===== config.mk =====
export PLATFORM = sky130hd
export DESIGN_NAME = scpc_cordic_cell
export DESIGN_NICKNAME = d
export VERILOG_FILES = /design/src/hdl/scpc_pkg.sv /design/src/hdl/scpc_cordic_cell.sv
export SDC_FILE = /design/constraint.sdc
export NUM_CORES = 1
export LEC_CHECK = 0
export ABC_AREA = 1
export BUFFER_PORTS_ARGS = -buffer_cell sky130_fd_sc_hd__buf_2
export CAP_MARGIN = 20
export CORE_UTILIZATION = 52
export CTS_CLUSTER_DIAMETER = 120
export DETAILED_ROUTE_END_ITERATION = 10
export GPL_TIMING_DRIVEN = 0
export PLACE_DENSITY = 0.77
export SLEW_MARGIN = 25
export SYNTH_ARGS = -nofsm -noshare
export SYNTH_HDL_FRONTEND = slang
export SYNTH_SLANG_ARGS = --single-unit
export TNS_END_PERCENT = 50

===== constraint.sdc =====
create_clock -name clk -period 0.9 [get_ports clk]
set_clock_uncertainty 0.2 [all_clocks]
set_input_delay 0.135 -clock clk [delete_from_list [all_inputs] [get_ports clk]]
set_output_delay 0.135 -clock clk [all_outputs]
set_load 0.03 [all_outputs]

===== src/hdl/scpc_pkg.sv =====
// Shared types, widths and constants for the scan polar-to-cartesian unit.
// No dependencies; every other file in hdl/ imports this package.
package scpc_pkg;

    localparam int RANGE_W               = 24;
    localparam int ANGLE_W               = 16;
    localparam int POS_W                 = 25;
    localparam int RED_W                 = 8;
    localparam int GUARD                 = 8;
    localparam int ANGLE_FRAC            = 8;   // 2^-16 turn to 2^-24 turn
    localparam int XY_W                  = RANGE_W + GUARD + 3;
    localparam int Z_W                   = 26;
    localparam int TABLE_LEN             = 24;
    localparam int CORDIC_STAGES_DEFAULT = 16;
    localparam int CFG_IDX_W             = 8;
    localparam int CFG_DATA_W            = 24;
    localparam int PROD_W                = 2 * RANGE_W;

    localparam logic [RANGE_W-1:0] GAIN_INV     = 24'd10188014;
    localparam logic [PROD_W-1:0]  GAIN_ROUND   = 48'd8388608;
    localparam logic [RANGE_W-1:0] RANGE_TOP    = 24'hFFFFFF;
    localparam logic [ANGLE_W-1:0] ANGLE_QUART  = 16'h4000;
    localparam logic [ANGLE_W-1:0] ANGLE_HALF   = 16'h8000;
    localparam logic [RED_W-1:0]   RED_ON       = 8'd255;

    typedef enum logic [CFG_IDX_W-1:0] {
        REG_ANGLE_START = 8'd0,
        REG_ANGLE_STEP  = 8'd1,
        REG_RANGE_LOWER = 8'd2,
        REG_RANGE_UPPER = 8'd3
    } cfg_reg_t;

    // Sideband that travels with each item down the chain
    typedef struct packed {
        logic valid;
        logic ok;
        logic last;
    } meta_t;

    // atan(2^-i) in 2^-24 turn units
    function automatic logic [Z_W-1:0] atan_entry(input int idx);
        logic [Z_W-1:0] v;
        case (idx)
            0:       v = 26'd2097152;
            1:       v = 26'd1238021;
            2:       v = 26'd654136;
            3:       v = 26'd332050;
            4:       v = 26'd166669;
            5:       v = 26'd83416;
            6:       v = 26'd41718;
            7:       v = 26'd20860;
            8:       v = 26'd10430;
            9:       v = 26'd5215;
            10:      v = 26'd2608;
            11:      v = 26'd1304;
            12:      v = 26'd652;
            13:      v = 26'd326;
            14:      v = 26'd163;
            15:      v = 26'd81;
            16:      v = 26'd41;
            17:      v = 26'd20;
            18:      v = 26'd10;
            19:      v = 26'd5;
            20:      v = 26'd3;
            21:      v = 26'd1;
            22:      v = 26'd1;
            default: v = 26'd0;
        endcase
        return v;
    endfunction

    // Drop guard bits rounding half up, then clamp to the coordinate range
    function automatic logic signed [POS_W-1:0] round_sat(input logic signed [XY_W-1:0] v);
        localparam logic signed [XY_W-GUARD:0] R_MAX = (XY_W-GUARD+1)'((2 ** (POS_W - 1)) - 1);
        localparam logic signed [XY_W-GUARD:0] R_MIN = (XY_W-GUARD+1)'(-(2 ** (POS_W - 1)));
        logic signed [XY_W:0]       t;
        logic signed [XY_W-GUARD:0] r;
        logic signed [POS_W-1:0]    o;
        t = {v[XY_W-1], v} + (XY_W+1)'(2 ** (GUARD - 1));
        r = t[XY_W:GUARD];
        if (r > R_MAX)
            o = R_MAX[POS_W-1:0];
        else if (r < R_MIN)
            o = R_MIN[POS_W-1:0];
        else
            o = r[POS_W-1:0];
        return o;
    endfunction

endpackage


===== src/hdl/scpc_cordic_cell.sv =====
// One CORDIC rotation cell: shift-add step with a fixed shift and table angle.
// Uses scpc_pkg for widths, the meta struct and the arctangent table.
module scpc_cordic_cell
    import scpc_pkg::*;
#(
    parameter int SHIFT = 0
)
(
    input  logic                   clk,
    input  logic                   rst_n,
    input  logic                   advance,
    input  logic signed [XY_W-1:0] x_in,
    input  logic signed [XY_W-1:0] y_in,
    input  logic signed [Z_W-1:0]  z_in,
    input  meta_t                  meta_in,
    output logic signed [XY_W-1:0] x_out,
    output logic signed [XY_W-1:0] y_out,
    output logic signed [Z_W-1:0]  z_out,
    output meta_t                  meta_out
);

    localparam logic [Z_W-1:0] ATAN = atan_entry(SHIFT);

    logic signed [XY_W-1:0] dx;
    logic signed [XY_W-1:0] dy;
    logic signed [XY_W-1:0] x_next;
    logic signed [XY_W-1:0] y_next;
    logic signed [Z_W-1:0]  z_next;
    logic signed [XY_W-1:0] x_reg;
    logic signed [XY_W-1:0] y_reg;
    logic signed [Z_W-1:0]  z_reg;
    meta_t                  meta_reg;

    // Arithmetic shifts floor toward minus infinity
    always_comb
    begin
        dx = y_in >>> SHIFT;
        dy = x_in >>> SHIFT;
        if (!z_in[Z_W-1])
        begin
            x_next = x_in - dx;
            y_next = y_in + dy;
            z_next = z_in - $signed(ATAN);
        end
        else
        begin
            x_next = x_in + dx;
            y_next = y_in - dy;
            z_next = z_in + $signed(ATAN);
        end
    end

    always_ff @(posedge clk or negedge rst_n)
    begin
        if (!rst_n)
            meta_reg <= '0;
        else if (advance)
            meta_reg <= meta_in;
    end

    always_ff @(posedge clk)
    begin
        if (advance)
        begin
            x_reg <= x_next;
            y_reg <= y_next;
            z_reg <= z_next;
        end
    end

    assign x_out    = x_reg;
    assign y_out    = y_reg;
    assign z_out    = z_reg;
    assign meta_out = meta_reg;

endmodule


==> results.md, run 1 <==
- Status: stopped before the end
- Stopped at: 5_1_grt
- Tool error: [ERROR GRT-0232] Routing congestion too high. Check the congestion heatmap in the GUI.
- IO Pins: 201
- Worst_ep grt: y_out[33]$_DFFE_PP_/D
- Most common cell in the netlist: nand2_1
- All-Layer GR Usage: 79.4%
- Max Root-Sink Buffers: 2
- Clock Sink Count: 98
- Syn nets: 1805
- Largest net degree at the start of global routing: 75
- Root buf cell: clkbuf_16
- Post-synth ARST share: 3.06%
- Top_reg_cell synth: edfxtp_1
- Largest area contributor in the netlist: edfxtp_1
- Die height: 147 um
- Rows: 52
- Synthesized instance count: 1592
- Initial core utilization: 53.5%
- Routability cong.: 0.976
- Post-synthesis cell type count: 52
- H-tree depth: 3
- Ys Warns: 0
- Grt total ovfl: 154
- Most frequent cells after synthesis: nand2_1 (423), inv_1 (210), nand3_1 (153)
- Largest cells by area after synthesis: edfxtp_1 (26%), nand2_1 (15%), ha_1 (12%)
- Pre-CTS setup slack: -1.74 ns
- Syn Area/Cell: 6.84 um^2
- Post-synth EDFFs: 95
- Post-DP HPWL: 33500 um
- CTS Buf Count: 9
- Register bit count reported by yosys: 98
- Worst EP kind: register input
- Synth top area share: 26.2%
- Die W: 147 um
- Synth Cell Area: 0.0109 mm^2
- Seq/Total Area, Yosys: 26.9%
- PortBufs: 200
cell families after synthesis:
kind of cell / after synthesis / share of synthesized area [%]
AND/OR/NAND/NOR: 793 / 32.2
flip-flops: 98 / 26.9
multiplexers: 3 / 0.310
buffers and inverters: 282 / 11.1
AO/OA/AOI/OAI: 280 / 14.4
adder cells (fa/ha/maj): 111 / 13.0
XOR/XNOR: 25 / 2.01
metal layers:
| layer | GRT usage (%) | GRT overflow |
|---|---|---|
| met1 | 78.1 | 3 |
| met2 | 95.5 | 67 |
| met3 | 66.6 | 4 |
| met4 | 80.4 | 79 |
| met5 | 28.2 | 1 |
through the flow:
step / setup TNS, ns / hold WS [ns] / cells / area [um^2]
2_1_floorplan: -61.78 / -0.361 / 1592 / 11800
3_3_place_gp: -239.20 / -0.267 / 2062 / 13100
3_5_place_dp: -133.94 / -0.261 / 2063 / 13200
4_1_cts: -94.69 / -0.188 / 2217 / 17100
repair_timing:
item / 4_1_cts
gates cloned: 5
endpoints found under the hold margin: 52
pin swaps: 173
buffers inserted: 118
hold buffers: 22
endpoints found under the setup margin: 248
resized for setup: 656
==> run 2: changes to the inputs <==
--- a/config.mk
+++ b/config.mk
@@ -8,11 +8,10 @@
 export ABC_AREA = 1
 export BUFFER_PORTS_ARGS = -buffer_cell sky130_fd_sc_hd__buf_2
 export CAP_MARGIN = 20
-export CORE_UTILIZATION = 52
-export CTS_CLUSTER_DIAMETER = 120
+export CORE_UTILIZATION = 40
 export DETAILED_ROUTE_END_ITERATION = 10
 export GPL_TIMING_DRIVEN = 0
-export PLACE_DENSITY = 0.77
+export PLACE_DENSITY_LB_ADDON = 0.15
 export SLEW_MARGIN = 25
 export SYNTH_ARGS = -nofsm -noshare
 export SYNTH_HDL_FRONTEND = slang
==> constraint.sdc (replaced) <==
create_clock -name clk -period 1.2 [get_ports clk]
set_clock_uncertainty 0.2 [all_clocks]
set_input_delay 0.18 -clock clk [delete_from_list [all_inputs] [get_ports clk]]
set_output_delay 0.18 -clock clk [all_outputs]
set_load 0.03 [all_outputs]
==> results.md, run 2 <==
- NetSw: 0.00795 W
- Met2 usage: 51.4%
- Post-synthesis cell type count: 52 (unchanged)
- Layout overhead on the synthesized area: 74.1%
- Met1 usage in global routing: 42.7%
- Most common cell in the netlist: nand2_1
- Largest net degree at the start of global routing: 74
- Hold-fix buffers, CTS: 27 (+23%)
- Rows: 60 (+15%)
- Synthesized instance count: 1592 (unchanged)
- Critical Path End Type: flip-flop
- Most frequent cells after synthesis: nand2_1 (423), inv_1 (210), nand3_1 (153)
- Worst skew pair latency: 0.37 ns
- Worst setup path class: input pin to flip-flop
- Synth Cell Area: 0.0109 mm^2 (unchanged)
- Clk slew on worst S/H paths: 0.08 ns
- H-tree depth: 3 (unchanged)
- Number of global-route vias before repair: 12.1k
- Root buf cell: clkbuf_16
- 1st-iter DRT viols: 1202
- Internal Power: 0.0100 W
- WL/cell: 20.7 um
- Vias/cell: 5.69
- Arrival time at the worst endpoint: 1.98 ns
- DRC viols: 0
- Final Instance Area: 0.0190 mm^2
- Status: finished with violations
- Startpoint types: input pin
- Most frequent cells in the layout: nand2_1 (256), buf_4 (150), inv_1 (137)
- Leakage: 8.73 nW
- Commonest non-fill, non-tap cell in the layout: nand2_1
- Endpoints failing hold: 18
- Hold slack: -0.0179 ns
- PortBufs: 200 (unchanged)
- Simple-gate portion of the synthesized area: 32.2% (unchanged)
- Critical-path top delay cell: nor2_1
- Seq. cell area: 0.00293 mm^2
- Power share of the clock group: 17.8%
- Slew Limit Fails: 0
- Die Footprint: 0.0279 mm^2
- Max-Cap Viols: 0
- Post-synth ARST share: 3.06% (unchanged)
- Grt total ovfl: 0
- Dpl cell area: 0.0133 mm^2 (+0.52%)
- Post-DP HPWL: 33200 um (-0.99%)
- Antenna fix cells: 0
- All-Layer GR Usage: 31.8%
- Syn nets: 1805 (unchanged)
- Critical path required time: 1.11 ns
- Fmax: 0.481 GHz
- Post-synth EDFFs: 95 (unchanged)
- Routability cong.: 0.974 (-0.28%)
- Detailed-route via count: 13.4k
- Gr busiest metal: met2
- Routed WL: 48700 um
- Measured slew at the worst slew-check pin: 1.14 ns
- Layout Nets: 2216
- Die height: 167 um (+14%)
- Largest cells by area after synthesis: edfxtp_1 (26%), nand2_1 (15%), ha_1 (12%)
- Crit share post-route: 173%
- VDD IR-drop max: 700 uV
- Hold crit path type: input pin to flip-flop
- Switch share: 44.2%
- Crit path cell chain: buf_8 -> ha_4 -> buf_12 -> nor2_1 -> nand2_1 -> inv_1 -> nand4_1 -> nand3_2 -> nand2_2 -> nand3_2 -> nand2_2
- Final Setup Violations: 168
- Complex-gate fraction of the synthesized area: 14.4% (unchanged)
- Syn Area/Cell: 6.84 um^2 (unchanged)
- Clock Sink Count: 98 (unchanged)
- Met3 Track Usage GR: 4.52%
- RSZ-0062 raised after global routing: true
- Max reg flops: 35
- Register bit count reported by yosys: 98 (unchanged)
- Slew HR: 23.8%
- Comb pwr share: 57.5%
- Die W: 167 um (+14%)
- Setup TNS Final: -53.14 ns
- Synth top area share: 26.2% (unchanged)
- Largest area contributor in the netlist: edfxtp_1
- First-pass GRT wire length: 67500 um
- Min Clock Period, post-route: 2.08 ns
- Initial antenna violation count: 0
- Initial core utilization: 40.7% (-13 points)
- Max stage delay on crit path: 0.33 ns
- Worst setup margin: -0.877 ns
- Synth Area in Adders: 13.0% (unchanged)
- Part of the power in registers: 24.7%
- Crit-path max FO: 8
- Multi-input logic area: 0.0103 mm^2
- Pwr per Cell Area: 947 mW/mm^2
- Max Root-Sink Buffers: 2 (unchanged)
- CTS tree: done
- Core Footprint: 0.0268 mm^2
- Seq/Total Area, Yosys: 26.9% (unchanged)
- Fillers: 1972
- Top_reg_cell synth: edfxtp_1
- Mux cell area share after synthesis: 0.310% (unchanged)
- Largest family of logic cells by synthesized area: simple AND/OR/NAND/NOR gates
- Share of layout cells above drive strength 1: 55.4%
- Ys Warns: 0 (unchanged)
- CTS Buf Count: 9 (unchanged)
- Failing checks: hold timing, setup timing
- DR pass1 iterations: 6
- IO Pins: 201 (unchanged)
- Final ANT Viol Nets: 0
- Fraction of synthesized cell area in xor and xnor cells: 2.01% (unchanged)
-- run 2: timing repair --
action,in CTS,in global routing
endpoints found under the setup margin,171,171
buffers inserted,115,68
hold endpoints to repair,47,7
gates cloned,5,1
pin swaps,190,218
resized for setup,614,363
-- run 2: final timing paths --
kind | startpoint | to | slack (ns) | depth (start not counted)
worst max-delay path | y_in[8] | x_out[19] | -0.88 | 11
min in group asynchronous | rst_n | meta_out[0] | 0.48 | 3
max in group asynchronous | rst_n | meta_out[1] | 0.17 | 3
worst max register to register | meta_out[0] | meta_out[0] | 0.26 | 1
worst min register to register | meta_out[1] | meta_out[1] | 0.31 | 1
worst min-delay path | advance | z_out[14] | -0.02 | 1
-- run 2: metrics by stage --
stage	cells	util [%]	setup WS, ns	hold WS, ns	total power, W
after floorplan	1592	-	-0.743	-0.316	0.00905
after global placement	2133	49.3	-1.43	-0.218	0.0110
after detailed placement	2134	49.4	-1.40	-0.217	0.0111
after CTS	2290	63.7	-0.684	-0.0310	0.0164
after global routing	2349	70.8	-0.932	-0.00625	0.0186
final	2349	70.8	-0.877	-0.0179	0.0180
-- run 2: worst max-delay path: cells and delay by family --
family | cells | cell delay (ns)
and+or+nand+nor | 7 | 1.12
buffers and inverters | 3 | 0.43
adders and majority gates | 1 | 0.25
-- run 2: logic make-up after synthesis --
logic type	after synthesis
flops	98
simple gates	793
buf+inv	282
fa+ha+maj	111
mux	3
xor+xnor	25
compound gates	280
-- run 2: metal layers --
layer,wire length (um),up-vias
met5,0,-
met4,2160,0
met3,4780,174
met2,22300,833
met1,19500,6328
li1,-,6027
-- run 2: cell type report --
class,count,area share [%]
buffer,34,2.53
clock buffer,11,1.23
clock inverter,5,0.323
inverter,237,5.67
multi-input combinational,1212,54.1
sequential,98,15.4
tap,341,2.25
timing repair buffer,411,18.4
-- run 2: power by group through the flow --
stage	registers, W	clock network, W	logic, W
finish	0.00443	0.00321	0.0103
global route	0.00448	0.00334	0.0108
CTS	0.00443	0.00325	0.00876
detailed placement	0.00448	0	0.00657
global placement	0.00448	0	0.00652
floorplan	0.00539	0	0.00366
Power figures use the tool's default switching activity.
