--- src/hdl/scpc_pkg.sv ---
// Shared types, widths and constants for the scan polar-to-cartesian unit.
// No dependencies; every other file in hdl/ imports this package.
package scpc_pkg;

    localparam int RANGE_W               = 24;
    localparam int ANGLE_W               = 16;
    localparam int POS_W                 = 25;
    localparam int RED_W                 = 8;
    localparam int GUARD                 = 8;
    localparam int ANGLE_FRAC            = 8;   // 2^-16 turn to 2^-24 turn
    localparam int XY_W                  = RANGE_W + GUARD + 3;
    localparam int Z_W                   = 26;
    localparam int TABLE_LEN             = 24;
    localparam int CORDIC_STAGES_DEFAULT = 16;
    localparam int CFG_IDX_W             = 8;
    localparam int CFG_DATA_W            = 24;
    localparam int PROD_W                = 2 * RANGE_W;

    localparam logic [RANGE_W-1:0] GAIN_INV     = 24'd10188014;
    localparam logic [PROD_W-1:0]  GAIN_ROUND   = 48'd8388608;
    localparam logic [RANGE_W-1:0] RANGE_TOP    = 24'hFFFFFF;
    localparam logic [ANGLE_W-1:0] ANGLE_QUART  = 16'h4000;
    localparam logic [ANGLE_W-1:0] ANGLE_HALF   = 16'h8000;
    localparam logic [RED_W-1:0]   RED_ON       = 8'd255;

    typedef enum logic [CFG_IDX_W-1:0] {
        REG_ANGLE_START = 8'd0,
        REG_ANGLE_STEP  = 8'd1,
        REG_RANGE_LOWER = 8'd2,
        REG_RANGE_UPPER = 8'd3
    } cfg_reg_t;

    // Sideband that travels with each item down the chain
    typedef struct packed {
        logic valid;
        logic ok;
        logic last;
    } meta_t;

    // atan(2^-i) in 2^-24 turn units
    function automatic logic [Z_W-1:0] atan_entry(input int idx);
        logic [Z_W-1:0] v;
        case (idx)
            0:       v = 26'd2097152;
            1:       v = 26'd1238021;
            2:       v = 26'd654136;
            3:       v = 26'd332050;
            4:       v = 26'd166669;
            5:       v = 26'd83416;
            6:       v = 26'd41718;
            7:       v = 26'd20860;
            8:       v = 26'd10430;
            9:       v = 26'd5215;
            10:      v = 26'd2608;
            11:      v = 26'd1304;
            12:      v = 26'd652;
            13:      v = 26'd326;
            14:      v = 26'd163;
            15:      v = 26'd81;
            16:      v = 26'd41;
            17:      v = 26'd20;
            18:      v = 26'd10;
            19:      v = 26'd5;
            20:      v = 26'd3;
            21:      v = 26'd1;
            22:      v = 26'd1;
            default: v = 26'd0;
        endcase
        return v;
    endfunction

    // Drop guard bits rounding half up, then clamp to the coordinate range
    function automatic logic signed [POS_W-1:0] round_sat(input logic signed [XY_W-1:0] v);
        localparam logic signed [XY_W-GUARD:0] R_MAX = (XY_W-GUARD+1)'((2 ** (POS_W - 1)) - 1);
        localparam logic signed [XY_W-GUARD:0] R_MIN = (XY_W-GUARD+1)'(-(2 ** (POS_W - 1)));
        logic signed [XY_W:0]       t;
        logic signed [XY_W-GUARD:0] r;
        logic signed [POS_W-1:0]    o;
        t = {v[XY_W-1], v} + (XY_W+1)'(2 ** (GUARD - 1));
        r = t[XY_W:GUARD];
        if (r > R_MAX)
            o = R_MAX[POS_W-1:0];
        else if (r < R_MIN)
            o = R_MIN[POS_W-1:0];
        else
            o = r[POS_W-1:0];
        return o;
    endfunction

endpackage

--- src/hdl/scpc_front.sv ---
// Front end: config registers, angle accumulator, range window, gain scaling
// and quadrant folding. Feeds the first CORDIC cell. Uses scpc_pkg.
module scpc_front
    import scpc_pkg::*;
(
    input  logic                     clk,
    input  logic                     rst_n,
    input  logic                     advance,
    input  logic                     in_valid,
    input  logic [RANGE_W-1:0]       range_sample,
    input  logic                     range_missing,
    input  logic                     last_of_scan,
    input  logic                     cfg_write,
    input  logic [CFG_IDX_W-1:0]     cfg_index,
    input  logic [CFG_DATA_W-1:0]    cfg_data,
    output logic signed [XY_W-1:0]   x_out,
    output logic signed [XY_W-1:0]   y_out,
    output logic signed [Z_W-1:0]    z_out,
    output meta_t                    meta_out
);

    logic [ANGLE_W-1:0] angle_start_reg;
    logic [ANGLE_W-1:0] angle_step_reg;
    logic [RANGE_W-1:0] range_lower_reg;
    logic [RANGE_W-1:0] range_upper_reg;
    logic [ANGLE_W-1:0] current_angle_reg;
    logic [ANGLE_W-1:0] current_angle_next;
    logic               scan_starting_reg;
    logic               scan_starting_next;

    logic               accept;
    logic [ANGLE_W-1:0] angle_sel;
    logic               in_ok;

    meta_t              a_meta_reg;
    logic [RANGE_W-1:0] a_range_reg;
    logic [ANGLE_W-1:0] a_angle_reg;

    meta_t              b_meta_reg;
    logic [RANGE_W-1:0] b_scaled_reg;
    logic [ANGLE_W-1:0] b_angle_reg;
    logic [PROD_W-1:0]  prod;

    logic               flip;
    logic [ANGLE_W-1:0] quad_angle;
    logic [ANGLE_W-1:0] fold_angle;
    logic signed [XY_W-1:0] x_mag;
    logic signed [XY_W-1:0] x_next;
    logic signed [Z_W-1:0]  z_next;

    meta_t                  c_meta_reg;
    logic signed [XY_W-1:0] c_x_reg;
    logic signed [Z_W-1:0]  c_z_reg;

    always_ff @(posedge clk or negedge rst_n)
    begin
        if (!rst_n)
        begin
            angle_start_reg <= '0;
            angle_step_reg  <= '0;
            range_lower_reg <= '0;
            range_upper_reg <= RANGE_TOP;
        end
        else if (cfg_write)
        begin
            case (cfg_index)
                REG_ANGLE_START: angle_start_reg <= cfg_data[ANGLE_W-1:0];
                REG_ANGLE_STEP:  angle_step_reg  <= cfg_data[ANGLE_W-1:0];
                REG_RANGE_LOWER: range_lower_reg <= cfg_data[RANGE_W-1:0];
                REG_RANGE_UPPER: range_upper_reg <= cfg_data[RANGE_W-1:0];
                default:         ;
            endcase
        end
    end

    // First sample of a scan restarts from the configured start angle
    always_comb
    begin
        accept             = in_valid && advance;
        angle_sel          = scan_starting_reg ? angle_start_reg : current_angle_reg;
        in_ok              = !range_missing && (range_sample >= range_lower_reg)
                             && (range_sample <= range_upper_reg);
        current_angle_next = current_angle_reg;
        scan_starting_next = scan_starting_reg;
        if (accept)
        begin
            current_angle_next = angle_sel + angle_step_reg;
            scan_starting_next = last_of_scan;
        end
    end

    always_ff @(posedge clk or negedge rst_n)
    begin
        if (!rst_n)
        begin
            current_angle_reg <= '0;
            scan_starting_reg <= 1'b1;
        end
        else
        begin
            current_angle_reg <= current_angle_next;
            scan_starting_reg <= scan_starting_next;
        end
    end

    // Stage A: capture item
    always_ff @(posedge clk or negedge rst_n)
    begin
        if (!rst_n)
            a_meta_reg <= '0;
        else if (advance)
            a_meta_reg <= '{valid: in_valid, ok: in_ok, last: last_of_scan};
    end

    always_ff @(posedge clk)
    begin
        if (advance)
        begin
            a_range_reg <= range_sample;
            a_angle_reg <= angle_sel;
        end
    end

    // Stage B: scale range by inverse CORDIC gain
    assign prod = a_range_reg * GAIN_INV + GAIN_ROUND;

    always_ff @(posedge clk or negedge rst_n)
    begin
        if (!rst_n)
            b_meta_reg <= '0;
        else if (advance)
            b_meta_reg <= a_meta_reg;
    end

    always_ff @(posedge clk)
    begin
        if (advance)
        begin
            b_scaled_reg <= prod[PROD_W-1:RANGE_W];
            b_angle_reg  <= a_angle_reg;
        end
    end

    // Stage C: fold angles in the back half-turn onto the negated vector
    always_comb
    begin
        quad_angle = b_angle_reg + ANGLE_QUART;
        flip       = quad_angle[ANGLE_W-1];
        fold_angle = flip ? (b_angle_reg + ANGLE_HALF) : b_angle_reg;
        x_mag      = {{(XY_W-RANGE_W-GUARD){1'b0}}, b_scaled_reg, {GUARD{1'b0}}};
        x_next     = flip ? -x_mag : x_mag;
        z_next     = {{(Z_W-ANGLE_W-ANGLE_FRAC){fold_angle[ANGLE_W-1]}}, fold_angle,
                      {ANGLE_FRAC{1'b0}}};
    end

    always_ff @(posedge clk or negedge rst_n)
    begin
        if (!rst_n)
            c_meta_reg <= '0;
        else if (advance)
            c_meta_reg <= b_meta_reg;
    end

    always_ff @(posedge clk)
    begin
        if (advance)
        begin
            c_x_reg <= x_next;
            c_z_reg <= z_next;
        end
    end

    assign x_out    = c_x_reg;
    assign y_out    = '0;
    assign z_out    = c_z_reg;
    assign meta_out = c_meta_reg;

endmodule

--- config.mk ---
export PLATFORM = sky130hd
export DESIGN_NAME = scpc_front
export DESIGN_NICKNAME = d
export VERILOG_FILES = /design/src/hdl/scpc_pkg.sv /design/src/hdl/scpc_front.sv
export SDC_FILE = /design/constraint.sdc
export NUM_CORES = 1
export LEC_CHECK = 0
export ABC_CLOCK_PERIOD_IN_PS = 7100
export BUFFER_PORTS_ARGS = -buffer_cell sky130_fd_sc_hd__clkbuf_2
export CAP_MARGIN = 20
export CORE_ASPECT_RATIO = 1.1
export CORE_UTILIZATION = 45
export CTS_BUF_LIST = sky130_fd_sc_hd__clkbuf_4 sky130_fd_sc_hd__clkbuf_8
export DETAILED_ROUTE_END_ITERATION = 16
export GPL_TIMING_DRIVEN = 0
export PLACE_DENSITY = 0.75
export SLEW_MARGIN = 20
export SYNTH_ARGS = -nofsm -noshare
export SYNTH_HDL_FRONTEND = slang
export SYNTH_SLANG_ARGS = --single-unit
--- constraint.sdc ---
create_clock -name clk -period 7.1 [get_ports clk]
set_input_delay 0.355 -clock clk [delete_from_list [all_inputs] [get_ports clk]]
set_output_delay 0.355 -clock clk [all_outputs]
set_load 0.01 [all_outputs]
# --- After elaboration in Yosys (flattened, before gate mapping) ---
# Index checks and enable logic that the tools add are counted.
op_classes:
  magnitude_cmp: 2
  addsub: 5
  eq_ne: 3
  mul: 1
  n_mux: 3
  n_reduce_logical: 9
ops:
  columns: ["op", "n"]
  rows:
  - ["$add 48x24->48 const B", 1]
  - ["$mul 24x23->47 const B", 1]
  - ["$neg 32->35", 1]
  - ["$mux 16", 2]
  - ["$mux 32", 1]
  - ["$ge 24x24->1", 1]
  - ["$le 24x24->1", 1]
  - ["$add 16x15->16 const B", 1]
  - ["$add 16x16->16", 1]
  - ["$add 16x16->16 const B", 1]
  - ["$eq 8x2->1 const B", 2]
  - ["$eq 8x1->1 const B", 1]
  - ["$logic_not 8->1", 1]
  - ["$reduce_and 2->1", 4]
  - ["$logic_and 1x1->1", 3]
  - ["$logic_not 1->1", 1]
word_totals:
  in_bits: 63
  regBits: 237

# --- Logic depth before layout (Yosys ltp) ---
depth:
  depth_word: 3
  ltp_mapped: 28

# --- Worst setup path before layout ---
# Ideal clock, no wire load.
synth_timing:
  path_kind: "reg-to-reg"
  start: "register a_range_reg[15]"
  end: "register b_scaled_reg[23], data pin"
  slack_ps: -483
  path_stages_with_launch: 25
  setup_ps: 255
  synth_period_minus_slack_ps: 7583
  arrival_ps: 7328
  path_cell_list: "edfxtp_1 -> inv_1 -> fa_1 -> fa_1 -> fa_1 -> inv_1 -> fa_1 -> fa_1 -> fa_1 -> inv_1 -> fa_1 -> inv_1 -> ha_1 -> clkbuf_1 -> and3_2 -> and3_1 -> a32oi_1 -> nand2_1 -> o41ai_1 -> xor2_1 -> a211oi_1 -> nand4b_4 -> or4_1 -> nand4_1 -> nor3b_1"
synth_between:
  elab_chain_cells: 2
synth_lines:
  columns: ["element", "line_no", "source"]
  rows:
  - ["start: declaration", "scpc_front.sv:36", "logic [RANGE_W-1:0] a_range_reg;"]
  - ["start signal: assignment", "scpc_front.sv:119", "a_range_reg <= range_sample;"]
  - ["$mul 24x23->47", "scpc_front.sv:125", "assign prod = a_range_reg * GAIN_INV + GAIN_ROUND;"]
  - ["$add 48x24->48", "scpc_front.sv:125", null]
  - ["named net prod[47]", "scpc_front.sv:42", "logic [PROD_W-1:0] prod;"]
  - ["end signal: assignment", "scpc_front.sv:139", "b_scaled_reg <= prod[PROD_W-1:RANGE_W];"]
  - ["end: declaration", "scpc_front.sv:40", "logic [RANGE_W-1:0] b_scaled_reg;"]
# The timed path passes the listed nets, and every way through them passes these cells.
# A chain may end at the register's enable or synchronous reset.

# --- Final worst setup path ---
layout_timing:
  start: "register a_range_reg[7]"
  end: "register b_scaled_reg[23], data pin"
# Same word-level chain as after synthesis.

==> out/results.tsv <==
metric	value	unit
Synth Area per Inst	11.0	µm²
worst-path fanout max	7	
crit end category	flop	
MaxCap Viol Count	0	
Slew Limit Headroom	0.306	
antenna-violating nets left	0	
CTS Root Buffer Type	clkbuf_8	
RSZ-0062 raised after global routing	true	
ys flop type	edfxtp_1	
violated checks	setup timing	
die height	239	µm
Syn. warnings	0	
Worst-path clk slew	0.06	ns
Max Root-Sink Buffers	3	
CTS tree	done	
Die Area	52000	µm²
Clock Skew	0.0257	ns
total gr overflow	0	
Hold Vio Cnt, Final	0	
register area share after synthesis	0.278	
Required @ worst endpoint	7.44	ns
share of layout cells above drive strength 1	0.253	
Setup WS pre-CTS	-1.31	ns
IO Pins	162	
vias in the first global route	17200	
Max Freq	132	MHz
average wire per cell in the routed design	17.8	µm
setup ws final	-0.487	ns
PortBufs	110	
drt initial violations	792	
# rows	86	
crit path time final	7.59	ns
core area	50300	µm²
Worst Hold Class	primary input to flop	
final core utilization	0.546	
area delta synth->final	19.3	%
DRT Wirelength	55.4	mm
setup violators final	11	
post-synthesis cell area	23000	µm²
WHS	0.0404	ns
Num CTS Buffers	41	
NumNets Final	3052	
part of the cycle the worst path needs	1.07	
Async S/R FF share, synth	0.463	
number of synthesized flops with an enable pin	123	
Slew Limit Fails	0	
H-tree depth	2	
die extent in x	217	µm
worst endpoint data arrival time	7.93	ns
FF+latch count, synth	229	
Mapped Cells	2087	
Worst-Margin Slew	1.03	ns
routed vias	15900	
Final HPWL DP	43.6	mm
global-route wire length before repair	88.7	mm
DRC	0	
clock sinks	229	
drt pass-1 iters	5	
max reg flops	27	
initial antenna violation count	1	
status	complete, but fails checks	
Setup CP Type	flop to flop	
largest net degree at the start of global routing	95	
Via-to-Cell Ratio	5.10	
Clk Latency, worst-skew pair	0.61	ns
Placer Congestion	0.935	
Antenna Cells	0	
GRT Overall Usage	0.221	
starting density of the core	0.457	
Critical Path Start Type	flop	
Synth cell types	86	
[cells in the final DEF, fill, tap and decap left out, drive strengths merged, types with 7 or more instances in the layout]
| cell type | netlist | layout |
|---|---|---|
| xor2 | 35 | 35 |
| nor3 | 22 | 22 |
| xnor2 | 36 | 36 |
| conb | 1 | 51 |
| o21a | 10 | 10 |
| clkbuf | 24 | 195 |
| nand2b | 11 | 11 |
| o21ai | 61 | 61 |
| nor4 | 12 | 12 |
| dfrtp | 81 | 81 |
| and4 | 7 | 7 |
| buf | 59 | 158 |
| nand3 | 26 | 26 |
| dfstp | 25 | 25 |
| and3 | 21 | 21 |
| o31ai | 9 | 9 |
| fa | 267 | 267 |
| nor3b | 8 | 8 |
| a21o | 27 | 27 |
| dlygate4sd3 | 0 | 33 |
| a21oi | 67 | 67 |
| nor2 | 40 | 40 |
| a211oi | 11 | 11 |
| clkinv | 0 | 8 |
| mux2 | 106 | 106 |
| and2 | 10 | 10 |
| nand2 | 69 | 69 |
| nand4 | 24 | 24 |
| inv | 493 | 492 |
| nor2b | 12 | 12 |
| ha | 303 | 303 |
| a31oi | 8 | 8 |
| edfxtp | 123 | 123 |
[synth_stat cells (all sizes together) (22+ instances only)]
cell type | number | share of area
nor3 | 22 | 0.0050
nand3 | 26 | 0.0059
a21oi | 67 | 0.015
a21o | 27 | 0.0089
fa | 267 | 0.23
dfrtp | 81 | 0.088
nand2 | 69 | 0.011
xor2 | 35 | 0.013
dfstp | 25 | 0.029
mux2 | 106 | 0.052
ha | 303 | 0.16
clkbuf | 24 | 0.0048
edfxtp | 123 | 0.16
nor2 | 40 | 0.0065
inv | 493 | 0.081
o21ai | 61 | 0.013
xnor2 | 36 | 0.014
nand4 | 24 | 0.0068
buf | 59 | 0.020
[area by class of cell]
| cell class | count | area [µm²] |
|---|---|---|
| timing repair buffer | 242 | 1770 |
| tap | 660 | 826 |
| multi-input combinational | 1332 | 15100 |
| buffer | 80 | 568 |
| sequential | 229 | 6380 |
| clock inverter | 11 | 119 |
| inverter | 493 | 1880 |
| fill | 4154 | 22800 |
| clock buffer | 64 | 812 |
[critical path, cell delays in order (launching register included)]
cell	delay, ns
edfxtp_1	0.55
inv_4	0.10
buf_4	0.15
buf_6	0.10
fa_1	0.49
fa_2	0.45
fa_2	0.54
inv_2	0.04
fa_2	0.54
fa_2	0.44
fa_1	0.49
inv_1	0.05
fa_1	0.52
inv_2	0.05
ha_4	0.30
a21oi_2	0.08
o21ai_4	0.19
nor3_2	0.07
a221o_1	0.28
a211oi_2	0.35
ha_2	0.26
o211a_1	0.17
and4_4	0.26
nand4b_4	0.16
or4b_4	0.55
nand4_1	0.09
nor3b_1	0.05
[kinds of logic (layout without fill, tap and decap cells)]
| logic type | after synthesis | after routing | share of synthesized area |
|---|---|---|---|
| AO/OA/AOI/OAI | 244 | 244 | 0.0692 |
| XOR/XNOR | 72 | 72 | 0.0281 |
| adder cells (fa/ha/maj) | 570 | 570 | 0.398 |
| buffers and inverters | 576 | 890 | 0.105 |
| flip-flops | 229 | 229 | 0.278 |
| multiplexers | 111 | 111 | 0.0541 |
| other | 1 | 51 | 0.000163 |
| AND/OR/NAND/NOR | 284 | 284 | 0.0680 |
[path summary, 6_finish.rpt]
path,from,end,slack (ns),depth (start not counted)
max reg2reg,a_range_reg[7],b_scaled_reg[23],-0.49,26
max in group asynchronous,rst_n,range_upper_reg[16],6.21,3
max,a_range_reg[7],b_scaled_reg[23],-0.49,26
min in group asynchronous,rst_n,current_angle_reg[9],0.19,2
min,range_sample[23],a_range_reg[23],0.04,1
min reg2reg,a_angle_reg[7],b_angle_reg[7],0.42,0
[timing repair]
action	4_1_cts	5_1_grt
endpoints found under the hold margin	122	0
setup buffers	65	33
setup endpoints to repair	22	20
hold buffers	33	0
pin swaps	34	43
gates resized for setup	60	83
cloned	0	1
[layer usage]
metal | vias up | share of wire | GRT usage
met4 | 2 | 0.036 | 0.0869
met2 | 404 | 0.51 | 0.390
met3 | 131 | 0.053 | 0.0436
met1 | 7894 | 0.40 | 0.263
li1 | 7447 | - | -
met5 | - | 0.00031 | 0
[stage by stage]
step,instance area [µm²],cells,TNS (ns)
3_5_place_dp,24800,2909,-14.82
3_3_place_gp,24700,2907,-12.43
6_report,27400,3111,-2.78
2_1_floorplan,23300,2137,-0.100
4_1_cts,26900,3081,-2.49
5_1_grt,27400,3111,-5.55
Power is left out: the tool's default activity adds up to more than one toggle a clock period on the data nets, which glitch-free logic cannot reach.
